`src/hdl/mh64_pkg.sv`:
```
package mh64_pkg;

    // Mixing multiplier and shift of the 64A variant.
    localparam logic [63:0] MixMul   = 64'hc6a4a7935bd1e995;
    localparam int          MixShift = 47;

    // Sequencer states of the hash engine.
    typedef enum logic [2:0] {
        ST_IDLE,
        ST_DISP,
        ST_SEED,
        ST_K1,
        ST_K2,
        ST_HMUL,
        ST_FIN,
        ST_EMIT
    } t_state;

    // Request from the sequencer to the shared multiplier.
    typedef struct packed {
        logic        start;
        logic [63:0] operand;
    } t_mul_req;

    // Response of the shared multiplier.
    typedef struct packed {
        logic        done;
        logic [63:0] product;
    } t_mul_rsp;

    // The xor with a right shift that appears in both the word mix and the finish.
    function automatic logic [63:0] xor_shift(input logic [63:0] v);
        return v ^ (v >> MixShift);
    endfunction

endpackage

```
`src/hdl/mh64_in_if.sv`:
```
interface mh64_in_if;
    logic        valid;
    logic        ready;
    logic [63:0] data_word;
    logic [3:0]  valid_bytes;
    logic        first_word;
    logic        last_word;
    logic [31:0] total_length;

    modport source (
        output valid, data_word, valid_bytes, first_word, last_word, total_length,
        input  ready
    );
    modport sink (
        input  valid, data_word, valid_bytes, first_word, last_word, total_length,
        output ready
    );
endinterface

```
`src/hdl/mh64_out_if.sv`:
```
interface mh64_out_if;
    logic        valid;
    logic        ready;
    logic [63:0] hash_value;

    modport source (
        output valid, hash_value,
        input  ready
    );
    modport sink (
        input  valid, hash_value,
        output ready
    );
endinterface

```
`src/hdl/mh64_mul.sv`:
```
module mh64_mul (
    input  logic                i_clk,
    input  logic                i_rst_n,
    input  mh64_pkg::t_mul_req  i_req,
    output mh64_pkg::t_mul_rsp  o_rsp
);
    import mh64_pkg::*;

    // Multiplies a 64-bit operand by the mixing constant modulo 2^64.
    // One 32x32 product per cycle: low*low, then the two cross terms
    // that only reach the upper half of the result.
    logic [63:0] r_a;
    logic [63:0] r_acc;
    logic [1:0]  r_step;
    logic        r_busy;
    logic        r_done;

    logic [31:0] w_mul_a;
    logic [31:0] w_mul_b;
    logic [63:0] w_prod;

    // Operand selection for the current partial product.
    always_comb begin
        unique case (r_step)
            2'd0: begin
                w_mul_a = r_a[31:0];
                w_mul_b = MixMul[31:0];
            end
            2'd1: begin
                w_mul_a = r_a[31:0];
                w_mul_b = MixMul[63:32];
            end
            default: begin
                w_mul_a = r_a[63:32];
                w_mul_b = MixMul[31:0];
            end
        endcase
    end

    assign w_prod = w_mul_a * w_mul_b;

    // Step control.
    always_ff @(posedge i_clk) begin
        if (!i_rst_n) begin
            r_busy <= 1'b0;
            r_done <= 1'b0;
            r_step <= 2'd0;
        end else begin
            r_done <= 1'b0;
            if (i_req.start) begin
                r_busy <= 1'b1;
                r_step <= 2'd0;
            end else if (r_busy) begin
                if (r_step == 2'd2) begin
                    r_busy <= 1'b0;
                    r_done <= 1'b1;
                    r_step <= 2'd0;
                end else begin
                    r_step <= r_step + 2'd1;
                end
            end
        end
    end

    // Operand capture and product accumulation.
    always_ff @(posedge i_clk) begin
        if (i_req.start) begin
            r_a <= i_req.operand;
        end
        if (r_busy) begin
            if (r_step == 2'd0) begin
                r_acc <= w_prod;
            end else begin
                r_acc[63:32] <= r_acc[63:32] + w_prod[31:0];
            end
        end
    end

    assign o_rsp.done    = r_done;
    assign o_rsp.product = r_acc;

`ifndef SYNTH
    // A new multiply is only launched when the unit is free. The cycle that
    // reports a result may already launch the next multiply.
    a_start_idle: assert property (@(posedge i_clk) disable iff (!i_rst_n)
        i_req.start |-> !r_busy)
        else $error("multiply started while busy");

    // A launched multiply runs through its three steps and then reports its result.
    a_latency: assert property (@(posedge i_clk) disable iff (!i_rst_n)
        i_req.start |=> ##2 (r_step == 2'd2) ##1 r_done)
        else $error("multiply latency broken");

    // The result flag is a single-cycle pulse.
    a_done_pulse: assert property (@(posedge i_clk) disable iff (!i_rst_n)
        r_done |=> !r_done)
        else $error("multiply result flag held");
`endif

endmodule

```
`src/hdl/murmur2_hash_64.sv`:
```
// MurmurHash2 64A engine. Send a message as little-endian 64-bit words; the
// first word's request carries the total byte length and the last one yields
// the 64-bit hash on the output channel. Load the seed through i_seed_we while
// no message is in flight. All mixing runs through a single multiplier by the
// constant, built from one 32x32 product per cycle. A request is taken only
// in idle and runs its multiplies in turn before the next request can be
// taken: one for the length seed on a first word, three for a full word, one
// for a short word and one for the finish on a last word; a last word then
// waits in the emit state until the output register is free and hands the
// hash to it, and that register holds it while the next request runs.
module murmur2_hash_64 #(
    parameter int LENGTH_WIDTH = 32
) (
    input  logic        i_clk,
    input  logic        i_rst_n,
    input  logic        i_seed_we,
    input  logic [63:0] i_seed_wdata,
    mh64_in_if.sink     i_in,
    mh64_out_if.source  o_out
);
    import mh64_pkg::*;

    // Length bits that take part, counted modulo 2^LENGTH_WIDTH.
    localparam logic [64:0] LenMaskW = (65'd1 << LENGTH_WIDTH) - 65'd1;
    localparam logic [31:0] LenMask  = LenMaskW[31:0];

    t_state      r_state;
    t_state      n_state;
    logic [63:0] r_seed;
    logic [63:0] r_hash;
    logic [63:0] r_word;
    logic [3:0]  r_cnt;
    logic        r_first;
    logic        r_last;
    logic [31:0] r_len;
    logic [63:0] r_res;
    logic        r_out_valid;
    logic [63:0] r_out_hash;

    t_mul_req    w_req;
    t_mul_rsp    w_rsp;
    logic        w_accept;
    logic        w_out_free;
    logic [63:0] w_h_disp;
    logic [63:0] w_tail;
    t_state      w_disp_state;
    logic [63:0] w_disp_opnd;

    mh64_mul u_mul (
        .i_clk   (i_clk),
        .i_rst_n (i_rst_n),
        .i_req   (w_req),
        .o_rsp   (w_rsp)
    );

    assign w_accept   = i_in.valid && i_in.ready;
    assign w_out_free = !r_out_valid || o_out.ready;

    // Hash value seen when the word is dispatched: freshly seeded or carried.
    assign w_h_disp = (r_state == ST_SEED) ? (r_seed ^ w_rsp.product) : r_hash;

    // Keep only the valid bytes of a short word.
    always_comb begin
        for (int b = 0; b < 8; b++) begin
            w_tail[b*8 +: 8] = (4'(b) < r_cnt) ? r_word[b*8 +: 8] : 8'd0;
        end
    end

    // Choose the work for this word once the hash is seeded.
    always_comb begin
        if (r_cnt == 4'd8) begin
            w_disp_state = ST_K1;
            w_disp_opnd  = r_word;
        end else if (r_cnt != 4'd0) begin
            w_disp_state = ST_HMUL;
            w_disp_opnd  = w_h_disp ^ w_tail;
        end else if (r_last) begin
            w_disp_state = ST_FIN;
            w_disp_opnd  = xor_shift(w_h_disp);
        end else begin
            w_disp_state = ST_IDLE;
            w_disp_opnd  = w_h_disp;
        end
    end

    // Next state.
    always_comb begin
        n_state = r_state;
        unique case (r_state)
            ST_IDLE: if (w_accept) n_state = ST_DISP;
            ST_DISP: n_state = r_first ? ST_SEED : w_disp_state;
            ST_SEED: if (w_rsp.done) n_state = w_disp_state;
            ST_K1:   if (w_rsp.done) n_state = ST_K2;
            ST_K2:   if (w_rsp.done) n_state = ST_HMUL;
            ST_HMUL: if (w_rsp.done) n_state = r_last ? ST_FIN : ST_IDLE;
            ST_FIN:  if (w_rsp.done) n_state = ST_EMIT;
            ST_EMIT: if (w_out_free) n_state = ST_IDLE;
            default: n_state = ST_IDLE;
        endcase
    end

    // Multiplier launches and input ready.
    always_comb begin
        w_req.start   = 1'b0;
        w_req.operand = w_disp_opnd;
        i_in.ready    = (r_state == ST_IDLE);
        unique case (r_state)
            ST_DISP: begin
                w_req.start   = r_first || (w_disp_state != ST_IDLE);
                w_req.operand = r_first ? {32'd0, r_len} : w_disp_opnd;
            end
            ST_SEED: begin
                w_req.start = w_rsp.done && (w_disp_state != ST_IDLE);
            end
            ST_K1: begin
                w_req.start   = w_rsp.done;
                w_req.operand = xor_shift(w_rsp.product);
            end
            ST_K2: begin
                w_req.start   = w_rsp.done;
                w_req.operand = r_hash ^ w_rsp.product;
            end
            ST_HMUL: begin
                w_req.start   = w_rsp.done && r_last;
                w_req.operand = xor_shift(w_rsp.product);
            end
            default: begin
                w_req.start = 1'b0;
            end
        endcase
    end

    // Control registers.
    always_ff @(posedge i_clk) begin
        if (!i_rst_n) begin
            r_state     <= ST_IDLE;
            r_seed      <= 64'd0;
            r_hash      <= 64'd0;
            r_out_valid <= 1'b0;
        end else begin
            r_state <= n_state;
            if (i_seed_we) begin
                r_seed <= i_seed_wdata;
            end
            if (r_state == ST_SEED && w_rsp.done) begin
                r_hash <= r_seed ^ w_rsp.product;
            end else if (r_state == ST_HMUL && w_rsp.done) begin
                r_hash <= w_rsp.product;
            end
            if (r_state == ST_EMIT && w_out_free) begin
                r_out_valid <= 1'b1;
            end else if (o_out.ready) begin
                r_out_valid <= 1'b0;
            end
        end
    end

    // Request capture and result payload.
    always_ff @(posedge i_clk) begin
        if (w_accept) begin
            r_word  <= i_in.data_word;
            r_cnt   <= (i_in.valid_bytes > 4'd8) ? 4'd8 : i_in.valid_bytes;
            r_first <= i_in.first_word;
            r_last  <= i_in.last_word;
            r_len   <= i_in.total_length & LenMask;
        end
        if (r_state == ST_FIN && w_rsp.done) begin
            r_res <= xor_shift(w_rsp.product);
        end
        if (r_state == ST_EMIT && w_out_free) begin
            r_out_hash <= r_res;
        end
    end

    assign o_out.valid      = r_out_valid;
    assign o_out.hash_value = r_out_hash;

`ifndef SYNTH
    // Multiply results only arrive while the sequencer waits for one.
    a_done_state: assert property (@(posedge i_clk) disable iff (!i_rst_n)
        w_rsp.done |-> (r_state == ST_SEED || r_state == ST_K1 || r_state == ST_K2
                        || r_state == ST_HMUL || r_state == ST_FIN))
        else $error("multiply result with no consumer");

    // An accepted request is dispatched in the following cycle.
    a_accept_disp: assert property (@(posedge i_clk) disable iff (!i_rst_n)
        w_accept |=> (r_state == ST_DISP))
        else $error("accepted request not dispatched");

    // Leaving the emit state always presents a result.
    a_emit_out: assert property (@(posedge i_clk) disable iff (!i_rst_n)
        (r_state == ST_EMIT && w_out_free) |=> o_out.valid && (r_state == ST_IDLE))
        else $error("finished hash not presented");
`endif

endmodule

```
`src/flat_wrapper.sv`:
```
// flat-port wrapper written by rule: the top's interface ports become plain ports
module murmur2_hash_64_flat import mh64_pkg::*;
#(
    parameter int LENGTH_WIDTH = 32
)
  (i_clk, i_rst_n, i_seed_we, i_seed_wdata, i_in_valid, i_in_data_word, i_in_valid_bytes, i_in_first_word, i_in_last_word, i_in_total_length, i_in_ready, o_out_valid, o_out_hash_value, o_out_ready);
  mh64_in_if i_in_i ();
  mh64_out_if o_out_i ();
  input  logic i_clk;
  input  logic i_rst_n;
  input  logic i_seed_we;
  input  logic [63:0] i_seed_wdata;
  input wire logic [$bits(i_in_i.valid)-1:0] i_in_valid;
  input wire logic [$bits(i_in_i.data_word)-1:0] i_in_data_word;
  input wire logic [$bits(i_in_i.valid_bytes)-1:0] i_in_valid_bytes;
  input wire logic [$bits(i_in_i.first_word)-1:0] i_in_first_word;
  input wire logic [$bits(i_in_i.last_word)-1:0] i_in_last_word;
  input wire logic [$bits(i_in_i.total_length)-1:0] i_in_total_length;
  output wire logic [$bits(i_in_i.ready)-1:0] i_in_ready;
  output wire logic [$bits(o_out_i.valid)-1:0] o_out_valid;
  output wire logic [$bits(o_out_i.hash_value)-1:0] o_out_hash_value;
  input wire logic [$bits(o_out_i.ready)-1:0] o_out_ready;
  assign i_in_i.valid = i_in_valid;
  assign i_in_i.data_word = i_in_data_word;
  assign i_in_i.valid_bytes = i_in_valid_bytes;
  assign i_in_i.first_word = i_in_first_word;
  assign i_in_i.last_word = i_in_last_word;
  assign i_in_i.total_length = i_in_total_length;
  assign i_in_ready = i_in_i.ready;
  assign o_out_valid = o_out_i.valid;
  assign o_out_hash_value = o_out_i.hash_value;
  assign o_out_i.ready = o_out_ready;
  murmur2_hash_64 #(.LENGTH_WIDTH(LENGTH_WIDTH)) u_core (.i_clk(i_clk), .i_rst_n(i_rst_n), .i_seed_we(i_seed_we), .i_seed_wdata(i_seed_wdata), .i_in(i_in_i), .o_out(o_out_i));
endmodule
```
`config.mk`:
```
export PLATFORM = sky130hd
export DESIGN_NAME = murmur2_hash_64_flat
export DESIGN_NICKNAME = d
export VERILOG_FILES = /design/src/hdl/mh64_pkg.sv /design/src/hdl/mh64_in_if.sv /design/src/hdl/mh64_out_if.sv /design/src/hdl/mh64_mul.sv /design/src/hdl/murmur2_hash_64.sv /design/src/flat_wrapper.sv
export SDC_FILE = /design/constraint.sdc
export NUM_CORES = 2
export LEC_CHECK = 0
export BUFFER_PORTS_ARGS = -buffer_cell sky130_fd_sc_hd__buf_2
export CAP_MARGIN = 20
export CORE_UTILIZATION = 48
export CTS_BUF_LIST = sky130_fd_sc_hd__clkbuf_4
export DETAILED_ROUTE_END_ITERATION = 7
export PLACE_DENSITY = 0.74
export SETUP_SLACK_MARGIN = 0.15
export SLEW_MARGIN = 25
export SYNTH_ARGS = -nofsm -noshare
export SYNTH_HDL_FRONTEND = slang
export SYNTH_SLANG_ARGS = --single-unit
```
`constraint.sdc`:
```
create_clock -name i_clk -period 24.2 [get_ports i_clk]
set_clock_uncertainty 0.15 [all_clocks]
set_input_delay 7.26 -clock i_clk [delete_from_list [all_inputs] [get_ports i_clk]]
set_output_delay 7.26 -clock i_clk [all_outputs]
set_load 0.1 [all_outputs]
```
==> results.txt <==
- The run finished with clean final reports.
- After global routing, the most crowded layer is met2.
- Total negative setup slack: 0 ns
- TritonCTS built the clock tree.
- Sort of element at the end of the critical path: register
- Num Clock Sinks: 494
- Buffers inserted by post-CTS timing repair: 0
- Floorplan row count: 115
- The count of buffers added on input and output ports is 236.
* Number of cells on the worst hold path: 0
- Final nets: 6,084
- In this design, the stage delay of the slowest critical-path cell is 0.72 ns.
* Maximum net fanout on the critical path: 37
- Via count: 35.82k
- Drt pass-1 iters: 6
* Overall die area: 0.1014 sq mm
* Sequential cell area: 0.01348 sq mm
* Crit path launch type: register
- Leading cell types by total area after synthesis: fa_1 26%, edfxtp_1 22%, ha_1 11%
- Most prevalent standard cell on the critical path: fa_1
- Ratio of final minimum period to clock period: 45.65%
* Overflow left after global routing: 0
- Tracing the worst setup path back leads to its startpoint at u_core.u_mul.r_step[1].
- CTS Buffer Depth: 3
* Class of the tightest hold or removal check: register to register
* Worst slew pin tran: 1.189 ns
* RSZ-0062 raised after global routing: false
- The worst path in the final design needs a cycle of 11.05 ns, including I/O delays and setup.
- Final antenna-violating net count: 0
- Number of fill cells: 8,837
* Cell area after synthesis: 0.04806 sq mm
* Dominant cell type by area after synthesis: fa_1
- Measured in cells, the most critical reg-to-reg path has a length of 35.
* Number of cells produced by synthesis: 4,676
* Library cell contributing the largest single delay on the critical path: o41ai_1
- The startpoint identified for the worst register-to-register timing path is u_core.u_mul.r_step[1].
- In the global route stage, overall resource usage came out at 31.06%.
- After clock tree synthesis, the repair step resized 0 gates.
* Main flop type after synthesis: edfxtp_1
- Averaged over all synthesized cells, the footprint is 10.28 sq um.
- Cell at the root of the clock tree: clkbuf_4
- The post-route netlist has 10.61% of its cells at a drive strength greater than 1.
* Area overhead of the layout relative to synthesis: 8.079%
- Total of hold buffers inserted after clock tree synthesis: 0
* Number of endpoints with negative hold slack in the final report: 0
* Capturing point of the worst reg2reg path: u_core.u_mul.r_acc[63]
* Async set or reset register ratio after synthesis: 0%
* Detail Placement HPWL: 126,200 um
- Number of maximum-capacitance violations: 0
* CTS HTree Levels: 3
- Summed over all layers, the routed wires come to 155,900 um.
- The initial antenna violation count was 14.
* Wire length of the first global-routing pass: 232,400 um
* Overall die width: 318.4 um
- Most frequent cell after synthesis: inv_1
* Final setup vio count: 0
* CTS Buf Count: 108
- For this configuration, the core starts out at a cell density of 48.61%.
- Global routing used 7.186% of the available met3 tracks.
- Clk_lat worst skew: 0.86 ns
* Iteration-0 DRC Markers: 3,672
- Headroom to the max-slew limit came out at 20.16%.
- The Yosys step of the flow raised 0 warnings.
- Dividing the detail-routed via count by the number of cells gives 5.733.
- In this run the biggest area consumer among cell types represents 25.54% of the synthesized area.
- Number of synthesized register bits: 494
- Final Max Slew Viols: 0
- Worst setup path endpoint: u_core.u_mul.r_acc[63]
* Data required time at the worst endpoint: 24.65 ns
- Number of global-route vias before repair: 36.26k
* Area inside the core boundary: 0.09885 sq mm
- During I/O placement, the number of pins put on the boundary was 237.
* Leading post-synthesis cells by instance count: 790 x inv_1, 613 x fa_1, 435 x nand2_1
- Number of DRC violations after detailed routing: 0
- In the global route stage, met1 resource usage came out at 42.27%.
- Setup slack on the worst reg-to-reg path comes out at 13.15 ns.
- Classification of the worst setup path: register to register
- Synth cell types: 77
- Max Freq: 90.52 MHz
- Sequential fraction of the synthesis area: 28.04%
- In the final routed layout, each cell accounts on average for 24.96 um.
* Largest net degree at the start of global routing: 201
- Global placer's final weighted congestion: 1.014
* Data arrival, critical path: 11.50 ns
- The multi-input combinational cells in the finished layout cover a total of 0.03094 sq mm.
- Met2 global-route usage: 47.68%
- The synthesized design contains 358 enable-type register cells.
* Clock transition at the registers of the reported paths: 0.08 ns
- Die Y-Extent: 318.4 um
[sequential cells by signal, summed over array words and instances, names as in the netlist, 2 cells and up]
register	cells
u_core.u_mul.r_a	64
u_core.u_mul.r_step	2
u_core.r_len	32
u_core.u_mul.r_acc	64
u_core.r_res	64
u_core.r_hash	64
u_core.o_out.hash_value	64
u_core.r_seed	64
u_core.r_cnt	4
u_core.r_word	64
u_core.r_state	3
[cell usage in the layout, fill, tap and decap left out, drive strengths merged, types with 9 or more instances in the layout]
cell type	n
or2	21
ha	434
inv	792
nor3	26
o2111ai	9
xnor2	153
nand4	14
xor2	128
clkbuf	169
mux2	16
buf	272
o31ai	11
o21bai	18
a221oi	34
nand2b	24
dfxtp	136
a31oi	12
clkinv	31
o211ai	23
a21o	57
a211oi	22
o22ai	37
nand2	435
nor3b	17
nor2	192
edfxtp	358
nand3	23
a22oi	23
fa	613
and3	44
mux2i	89
a21oi	205
o21ai	265
o211a	66
and2	13
o21a	9
nor2b	81
[kinds of logic (layout without fill, tap and decap cells)]
group                    Yosys count  in the layout  share of synthesized area, %
buffers and inverters            987           1267                         7.754
flip-flops                       494            494                         28.04
other                              2              7                       0.01563
XOR/XNOR                         281            281                         5.121
AND/OR/NAND/NOR                  922            922                         8.743
AO/OA/AOI/OAI                    838            838                         11.27
multiplexers                     105            105                         2.229
adder cells (fa/ha/maj)         1047           1047                         36.84
[metal layers]
metal  share of wire (%)  up-vias
li1                    -    15901
met1                  41    17805
met2                  45     1753
met3                 9.6      346
met4                 4.7       14
met5               0.054        -
[metrics by stage]
stage | hold slack [ns] | util [%] | instance area, sq um | setup slack (ns) | instances
global placement | 0.2518 | 51.05 | 50460 | 13.39 | 6043
finish | 0.2668 | 52.54 | 51940 | 13.15 | 6248
CTS | 0.2695 | 52.54 | 51930 | 13.37 | 6246
detailed placement | 0.2545 | 51.05 | 50470 | 13.39 | 6043
floorplan | 0.2503 | - | 48070 | 13.55 | 4679
global route | 0.2715 | 52.54 | 51940 | 12.64 | 6247
[critical path: cells and delay by family, from the launching register on]
family	cells	cell delay, ns
compound gates	5	2.02
xor+xnor	2	0.31
fa+ha+maj	10	4.67
buf+inv	8	1.70
flops	1	0.32
mux	1	0.09
simple gates	9	1.47
[cell type report]
| type | instances | area share (%) |
|---|---|---|
| clock buffers | 169 | 2.443 |
| multi-input cells | 3198 | 59.57 |
| clock inverters | 34 | 0.3806 |
| diodes | 2 | 0.009636 |
| inverters | 792 | 5.724 |
| repair buffers | 272 | 2.828 |
| well taps | 1287 | 3.100 |
| flip-flops and latches | 494 | 25.94 |
[how the worst min path moves through the flow]
stage,startpoint,end,slack (ns)
4_1_cts,u_core.r_res[24],u_core.o_out.hash_value[24],0.27
3_3_place_gp,u_core.r_res[53],u_core.o_out.hash_value[53],0.25
3_5_place_dp,u_core.r_res[1],u_core.o_out.hash_value[1],0.25
5_1_grt,u_core.r_res[14],u_core.o_out.hash_value[14],0.27
2_1_floorplan,u_core.r_res[0],u_core.o_out.hash_value[0],0.25
6_report,u_core.r_res[27],u_core.o_out.hash_value[27],0.27
Power is not shown: default switching activity piles up to over one toggle a cycle in this logic, so the estimate is an artifact.
